$ cat config.mk
export PLATFORM = sky130hd
export DESIGN_NAME = ipr_ram
export DESIGN_NICKNAME = d
export VERILOG_FILES = /design/src/hw/rtl/ipr_ram.sv
export SDC_FILE = /design/constraint.sdc
export NUM_CORES = 2
export LEC_CHECK = 0
export BUFFER_PORTS_ARGS = -buffer_cell sky130_fd_sc_hd__buf_4
export CORE_MARGIN = 2
export CORE_UTILIZATION = 48
export CTS_CLUSTER_DIAMETER = 60
export DETAILED_ROUTE_END_ITERATION = 8
export GPL_ROUTABILITY_DRIVEN = 1
export GPL_TIMING_DRIVEN = 0
export PLACE_DENSITY_LB_ADDON = 0.25
export SLEW_MARGIN = 25
export SYNTH_ARGS = -nofsm -noshare
export SYNTH_HDL_FRONTEND = slang
export SYNTH_SLANG_ARGS = --single-unit
$ cat constraint.sdc
create_clock -name clk -period 5.55 [get_ports clk]
set_input_delay 1.11 -clock clk [delete_from_list [all_inputs] [get_ports clk]]
set_output_delay 1.11 -clock clk [all_outputs]
set_load 0.05 [all_outputs]
$ cat src/hw/rtl/ipr_ram.sv
// Generic single-port-write, single-port-read RAM with registered read.
// No dependencies.
`default_nettype none
module ipr_ram #(
	parameter int WIDTH = 32,
	parameter int DEPTH = 64
) (
	input  logic                     clk,
	input  logic                     we,
	input  logic [$clog2(DEPTH)-1:0] waddr,
	input  logic [WIDTH-1:0]         wdata,
	input  logic [$clog2(DEPTH)-1:0] raddr,
	output logic [WIDTH-1:0]         rdata
);

	logic [WIDTH-1:0] mem [DEPTH];

	always_ff @(posedge clk) begin
		if (we) begin
			mem[waddr] <= wdata;
		end
		rdata <= mem[raddr];
	end

endmodule
`default_nettype wire

==> metrics.cfg <==
[setup_path]
worstSetupStartpointType = input pin
critPathMaxFanout = 10
worstSetupPathType = input pin to flip-flop
crit_slowest_cell = buf_1
path_cells = buf_2, buf_2, buf_2, buf_1, nand3b_1, o221ai_1, a21oi_1, a21oi_1, nor2_1
end_kind = flip-flop
crit_family = buffers and inverters
critPathMaxStageDelay_ns = 0.88
cp_num_buf_inv = 4
crit_path_frequent_cell = buf_2
worstPathArrival_ns = 5.57
required_ns = 6.23

[floorplanning]
start_util = 0.483
die_w_microns = 408
num_rows = 148
die_area_sq_mm = 0.167
die_height_microns = 408
io_pins = 78
core_sq_mm = 0.163

[synthesis]
synth_area_leader_cell = edfxtp_1
synth_top_flop_cell = edfxtp_1
synth-edff-count = 2048
synth_area_per_cell_sq_um = 23.6
synth_top_area_share = 0.783
synthesis.area_sq_mm = 0.0785
netlist-cell-type-count = 34
async_flop_share = 0
syn_inst = 3324
ys_warn_count = 0
ys_seq_elements = 2080
syn-num-nets = 3370
yosysSeqAreaShare = 0.791
yosys-top-cells-area = edfxtp_1, mux4_2, mux2i_1

[cts]
numCtsBuffers = 204
path_clk_slew_ns = 0.06
tritoncts = done
cts_sinks = 2080
htreeDepth = 4
insertion_delay_ns = 0.84
cts_hold_buf = 0
cts_root_buffer = clkbuf_16
cts_setup_buffers = 0
cts_resized = 0
cts_max_path_buffers = 3

[sta]
relSlewSlack = 0.220
skew_ns = 0.0364
worst_pin_slew_ns = 1.17
tns_ns = 0
setup_violations = 0
hold_viol = 0
grt_setup_unrepaired = false
min_period_ns = 4.89
slew_violations = 0
fin_crit_sh = 0.880
fmax_mhz = 205

[detailed_routing]
vias = 40064
dr.first_iter.drc_count = 7875
wirelength_mm = 241
drcViolationCount = 0
vias_per_cell = 6.58
dr.pass1.iters = 6
ant_nets = 0
drt-wirelength-per-cell_microns = 39.6

[pwr]
power_density_mw_per_mm2 = 355
seqPwrFrac = 0.534
p_comb_frac = 0.061
swShare = 0.223
vdd_drop_max_v = 0.000369
p_leak_uw = 0.0288
p_sw_uw = 7290
p_int_uw = 25400
clkPwrFrac = 0.406

[global_route]
grt_pass1_wl_mm = 324
grt_max_degree = 65
grt-ovfl-total = 0
grt_pass1_vias = 38669
track_usage = 0.289
antenna_found_initial = 19

[finish]
drive_gt1_frac = 0.311
final_net_count = 3794
utilization = 0.566
area_growth_pct = 17.3

[hold_path]
hp-class = input pin to flip-flop

[place]
place_congestion = 0.893
portBuffers = 69
hpwl_mm = 160

[outcome]
status = finished, final reports clean

[job]
drv_cap = 0

[sequential cells by signal, indices dropped and copies added (netlist names)]
signal / flops
mem: 2048
rdata: 32
[stage by stage]
step / cells / cell area (sq um) / hold WS [ns] / power (uW) / setup slack, ns
final: 6085 / 92100 / 0.835 / 32600 / 0.664
after global routing: 6084 / 92100 / 0.838 / 33400 / 0.678
after CTS: 6082 / 92100 / 0.791 / 32700 / 0.867
after detailed placement: 5717 / 85800 / 0.827 / 19700 / -0.0545
after global placement: 5568 / 81800 / 0.842 / 19600 / -2.66
after floorplan: 3324 / 78500 / 0.663 / 18700 / 1.28
[metal layers]
metal	global-route usage	up-vias	part of all wire
li1	-	15143	-
met1	0.410	21503	0.37
met2	0.434	2967	0.46
met3	0.0769	449	0.13
met4	0.108	2	0.042
met5	0	-	0.000066
[path summary, 6_finish.rpt]
check / start / endpoint / slack (ns) / cells after the start
worst min register to register: mem[13][4] / rdata[4] / 0.87 / 4
worst max-delay path: raddr[1] / rdata[19] / 0.66 / 9
worst max register to register: mem[27][18] / rdata[18] / 2.66 / 4
worst min-delay path: wdata[20] / mem[7][20] / 0.84 / 1
[cell type report]
cell class                 count  area, sq um
antenna                        3         7.51
buffer                       182          917
clock buffer                 272         5560
clock inverter                93          723
fill                       11762        70500
multi-input combinational   1062        16000
sequential                  2080        62100
tap                         2175         2720
timing repair buffer         218         4030
[Yosys cell counts (4+ instances only)]
cell type	count
o32ai_1	4
buf_6	5
o22ai_1	84
nand3b_1	5
dfxtp_1	32
a21oi_1	62
a41o_1	4
mux4_2	544
nor3_1	7
buf_1	21
clkbuf_1	74
buf_2	57
a22oi_1	12
nor2b_1	15
edfxtp_1	2048
and3_1	4
mux2i_1	93
nand3_1	5
nor2_1	137
o221ai_1	27
nand2_1	26
buf_4	25
a311oi_1	8
nand2b_1	8
[power groups by stage]
stage / clock network [uW] / logic [uW] / registers [uW]
2_1_floorplan: 0 / 846 / 17900
3_3_place_gp: 0 / 1870 / 17800
3_5_place_dp: 0 / 1960 / 17800
6_report: 13200 / 1980 / 17400
5_1_grt: 13900 / 2030 / 17400
4_1_cts: 13300 / 1960 / 17400
[cells in the final DEF, fill, tap and decap left out, types with 7 or more instances in the layout]
cell,instances
a21oi_1,62
mux4_2,544
clkbuf_2,23
inv_6,8
buf_12,38
buf_16,94
clkinv_1,38
clkbuf_16,208
clkbuf_8,11
buf_2,59
dfxtp_1,32
nor2_1,75
nand2_1,26
buf_6,7
clkbuf_1,104
o221ai_1,27
buf_1,19
mux2i_1,93
nor2_4,62
clkinv_2,31
a311oi_1,8
o22ai_1,84
nand2b_1,8
a22oi_1,12
edfxtp_1,2048
bufinv_16,7
nor2b_1,15
buf_4,105
[cells by family after synthesis]
kind of cell    count (synthesis)  share of synthesized area
flops                        2080                      0.791
simple gates                  223                     0.0127
mux                           637                      0.168
buf+inv                       182                     0.0113
compound gates                202                     0.0167
No activity file was read; power rests on OpenSTA's default activity.
