$ cat src/hw/rtl/ipr_pkg.sv
// Shared types and constants for the Rubin pooling block.
// No dependencies; imported by the divider, the root unit and the top level.
`default_nettype none
package ipr_pkg;

	localparam logic [63:0] ALL64   = 64'hFFFF_FFFF_FFFF_FFFF;
	localparam logic [63:0] ONE_Q32 = 64'h0000_0001_0000_0000;
	localparam int          ESUM_W  = 48;

	localparam logic [2:0] STAT_OK       = 3'd0;
	localparam logic [2:0] STAT_NO_VALID = 3'd1;
	localparam logic [2:0] STAT_ONE      = 3'd2;
	localparam logic [2:0] STAT_ZERO_B   = 3'd3;
	localparam logic [2:0] STAT_OVF      = 3'd4;

	// Result of the shared divider: done pulses for one cycle.
	typedef struct packed {
		logic        done;
		logic        sat;
		logic [63:0] quo;
	} div_res_t;

	typedef struct packed {
		logic        done;
		logic [31:0] root;
	} sqrt_res_t;

endpackage
`default_nettype wire

$ cat src/hw/rtl/ipr_sqrt.sv
// Digit-by-digit integer square root of a 64-bit value, one result bit
// per cycle. Depends on ipr_pkg.
`default_nettype none
module ipr_sqrt (
	input  logic              clk,
	input  logic              arst_n,
	input  logic              start,
	input  logic [63:0]       value,
	output ipr_pkg::sqrt_res_t res
);
	import ipr_pkg::*;

	logic [63:0] v_q, r_q, bit_q;
	logic [4:0]  cnt_q;
	logic        run_q, done_q;
	logic [63:0] rb;

	assign rb = r_q + bit_q;

	always_ff @(posedge clk or negedge arst_n) begin
		if (!arst_n) begin
			run_q  <= 1'b0;
			done_q <= 1'b0;
			cnt_q  <= '0;
		end else begin
			done_q <= run_q && !start && (cnt_q == 5'd31);
			if (start) begin
				run_q <= 1'b1;
				cnt_q <= '0;
			end else if (run_q) begin
				cnt_q <= cnt_q + 5'd1;
				if (cnt_q == 5'd31) begin
					run_q <= 1'b0;
				end
			end
		end
	end

	always_ff @(posedge clk) begin
		if (start) begin
			v_q   <= value;
			r_q   <= '0;
			bit_q <= 64'h4000_0000_0000_0000;
		end else if (run_q) begin
			if (v_q >= rb) begin
				v_q <= v_q - rb;
				r_q <= {1'b0, r_q[63:1]} + bit_q;
			end else begin
				r_q <= {1'b0, r_q[63:1]};
			end
			bit_q <= {2'b00, bit_q[63:2]};
		end
	end

	assign res.done = done_q;
	assign res.root = r_q[31:0];

endmodule
`default_nettype wire

$ cat config.mk
export PLATFORM = sky130hd
export DESIGN_NAME = ipr_sqrt
export DESIGN_NICKNAME = d
export VERILOG_FILES = /design/src/hw/rtl/ipr_pkg.sv /design/src/hw/rtl/ipr_sqrt.sv
export SDC_FILE = /design/constraint.sdc
export NUM_CORES = 1
export LEC_CHECK = 0
export ABC_AREA = 1
export ABC_CLOCK_PERIOD_IN_PS = 16500
export BUFFER_PORTS_ARGS = -buffer_cell sky130_fd_sc_hd__buf_4
export CORE_MARGIN = 2
export CORE_UTILIZATION = 40
export CTS_CLUSTER_SIZE = 24
export DETAILED_ROUTE_END_ITERATION = 8
export HOLD_SLACK_MARGIN = 0.02
export SLEW_MARGIN = 20
export SYNTH_ARGS = -nofsm -noshare
export SYNTH_HDL_FRONTEND = slang
export SYNTH_SLANG_ARGS = --single-unit
$ cat constraint.sdc
create_clock -name clk -period 16.5 [get_ports clk]
set_clock_uncertainty 0.05 [all_clocks]
set_input_delay 0 -clock clk [delete_from_list [all_inputs] [get_ports clk]]
set_output_delay 0 -clock clk [all_outputs]
set_load 0.1 [all_outputs]
==> flow_metrics.env <==
export IMPL_status="finished, final reports clean"
export IMPL_die_area_um2=51900
export IMPL_num_antenna_cells=0
export IMPL_ys_dominant_reg_cell="dfxtp_1"
export IMPL_synth_seq_area_share=0.200
export IMPL_cellPowerDensity_nw_per_um2=167
export IMPL_drcViolationCount=0
export IMPL_cp_slowest_cell="buf_4"
export IMPL_tns_ps=0
export IMPL_r2r_end="v_q[57]"
export IMPL_clk_latency_ps=530
export IMPL_critical_path_endpoint="v_q[57]"
export IMPL_drive_gt1_frac=0.0508
export IMPL_grt_pass1_wl_um=121000
export IMPL_path_delay_family="simple AND/OR/NAND/NOR gates"
export IMPL_post_drt_wl_per_cell_um=18.4
export IMPL_die_w_um=228
export IMPL_ys_seq_elements=167
export IMPL_path_depth=18
export IMPL_avgSynthCellArea_um2=5.66
export IMPL_cp_end_kind="register"
export IMPL_cts_buffers=17
export IMPL_start_util=0.402
export IMPL_drt_wl_total_um=79700
export IMPL_p_leak_nw=10.4
export IMPL_rows=82
export IMPL_max_slew_margin=0.325
export IMPL_grt_ovfl_total=0
export IMPL_reg2regPathDepth=18
export IMPL_finalMaxSlewViolations=0
export IMPL_yosys_top_cells_count="1194 x nand2_1, 557 x inv_1, 378 x nor2_1"
export IMPL_critical_path_arrival_ps=6180
export IMPL_synth_top_area_share=0.224
export IMPL_finalSetupViolCount=0
export IMPL_clockRootBuffer="clkbuf_16"
export IMPL_startpoint="r_q[22]"
export IMPL_rsz0062_at_grt="no"
export IMPL_synth_cell_types=50
export IMPL_cts_max_level=4
export IMPL_hold_path_class="primary input to register"
export IMPL_path_clk_slew_ps=80
export IMPL_whs_ps=114
export IMPL_hold_viol_final=0
export IMPL_area_delta_synth_final_pct=11.9
export IMPL_critPathKind="register to register"
export IMPL_worstPathCellList="ha_1 -> nand2_1 -> o21ai_0 -> nand2_1 -> o21ai_0 -> a21oi_1 -> o21ai_0 -> xnor2_1 -> ha_1 -> nand2_1 -> nor2_1 -> nand2_1 -> nor2_1 -> nand4_1 -> nand3_2 -> nand2_4 -> a31oi_4 -> buf_4"
export IMPL_placed_area_um2=21200
export IMPL_yosys_top_cells_area="nand2_1 22%, inv_1 10%, dfxtp_1 9.6%, edfxtp_1 9.6%, ha_1 8.2%"
export IMPL_r2r_setup_slack_ps=10420
export IMPL_r2r_start="r_q[22]"
export IMPL_synth_enable_flop_cells=64
export IMPL_crit_top_cell="nand2_1"
export IMPL_worst_pin_slew_ps=1010
export IMPL_fmax_mhz=164
export IMPL_worst_ir_drop_vdd_uv=114
export IMPL_fin_area_um2=22400
export IMPL_hpwl_um=64500
export IMPL_syn_num_nets=3743
export IMPL_cts_setup_buffers=0
export IMPL_synthCells=3543
export IMPL_vias_per_cell=5.28
export IMPL_num_io_pins=100
export IMPL_cp_required_ps=16590
export IMPL_yosysMostFrequentCell="nand2_1"
export IMPL_clk_path_buf_depth=2
export IMPL_async_reset_ff_frac=0.0419
export IMPL_critPathMaxStageDelay_ps=690
export IMPL_path_buf_inv=1
export IMPL_dr_pass1_iters=6
export IMPL_total_power_mw=3.74
export IMPL_antenna_found_initial=1
export IMPL_start_kind="register"
export IMPL_netlist_area_um2=20100
export IMPL_finalCritPeriodShare=0.369
export IMPL_crit_fanout=64
export IMPL_gp_congestion=0.979
export IMPL_antenna_left=0
export IMPL_fin_util=0.450
export IMPL_cap_violations=0
export IMPL_drt_iter0_drc=1807
export IMPL_core_um2=49900
export IMPL_clkSinkCount=167
export IMPL_synth_largest_area_cell="nand2_1"
export IMPL_grt_pass1_vias=22100
export IMPL_grt_total_usage=0.304
export IMPL_period_needed_ps=6080
export IMPL_ys_warn_count=0
export IMPL_die_h_um=228
export IMPL_vias=22900
export IMPL_grt_max_degree=86
export IMPL_cts_tree="done"
export IMPL_port_buffers=99
export IMPL_fin_nets=3847
## worst min-delay path by stage
stage,start,end,slack (ps),cells after the start
after floorplan,arst_n,cnt_q[0],-350,0
after global routing,start,r_q[63],180,2
after detailed placement,arst_n,done_q,-230,1
final,start,cnt_q[0],110,2
after CTS,start,r_q[63],70,2
after global placement,arst_n,done_q,-230,1
## through the flow
stage | std cells | setup WS, ps
5_1_grt | 4332 | 9930
2_1_floorplan | 3543 | 9370
3_5_place_dp | 4234 | 10520
6_report | 4332 | 10420
3_3_place_gp | 4234 | 10530
4_1_cts | 4332 | 10500
## routing by layer
metal  up-vias  track usage  share of wire
li1      11500            -              -
met1     10400        0.390           0.44
met2       818        0.503           0.45
met3       174       0.0386          0.063
met4         0        0.148          0.047
met5         -            0              0
## repair_timing
item,CTS,global route
gates resized for setup,0,0
endpoints found under the hold margin,71,0
hold buffers,66,0
## layout make-up
cell class                      count  area, µm²
Clock buffer                       17        425
Inverter                          566       2120
Multi-Input combinational cell   2724      13400
Timing Repair Buffer              171       1450
Clock inverter                     15        133
Fill cell                        5593      27400
Sequential cell                   167       4020
Tap cell                          672        841
## power by group
group          switching, mW  internal [mW]
sequential             0.167          0.614
combinational           1.74          0.802
clock                  0.218          0.198
## cell usage in the layout, fill, tap and decap left out, drive strengths merged, types with 3 or more instances in the layout
cell type    count
ha             132
nand4           41
buf            105
o21bai          21
nor3            49
a21oi          187
a21o            10
clkinv           7
o21ai          176
or2             17
xnor2           48
a31oi            7
dfrtp            7
nand3          338
edfxtp          64
dfxtp           96
o21a             3
o22ai           33
clkbuf          17
nor2           380
dlygate4sd3     66
o211ai           5
inv            574
nor4             6
nand3b          22
xor2            38
nand2         1199
## state kept, by name, indices dropped and copies added (netlist names)
| signal | count |
|---|---|
| r_q | 64 |
| v_q | 64 |
| bit_q | 32 |
| cnt_q | 5 |
| done_q | 1 |
| run_q | 1 |
## cell families after synthesis
kind of cell,synth area share
DFF,0.200
and+or+nand+nor,0.425
buffers and inverters,0.131
AOI/OAI and AO/OA,0.122
adders and majority gates,0.0834
xor gates and xnor gates,0.0376
Power figures use the tool's default switching activity.
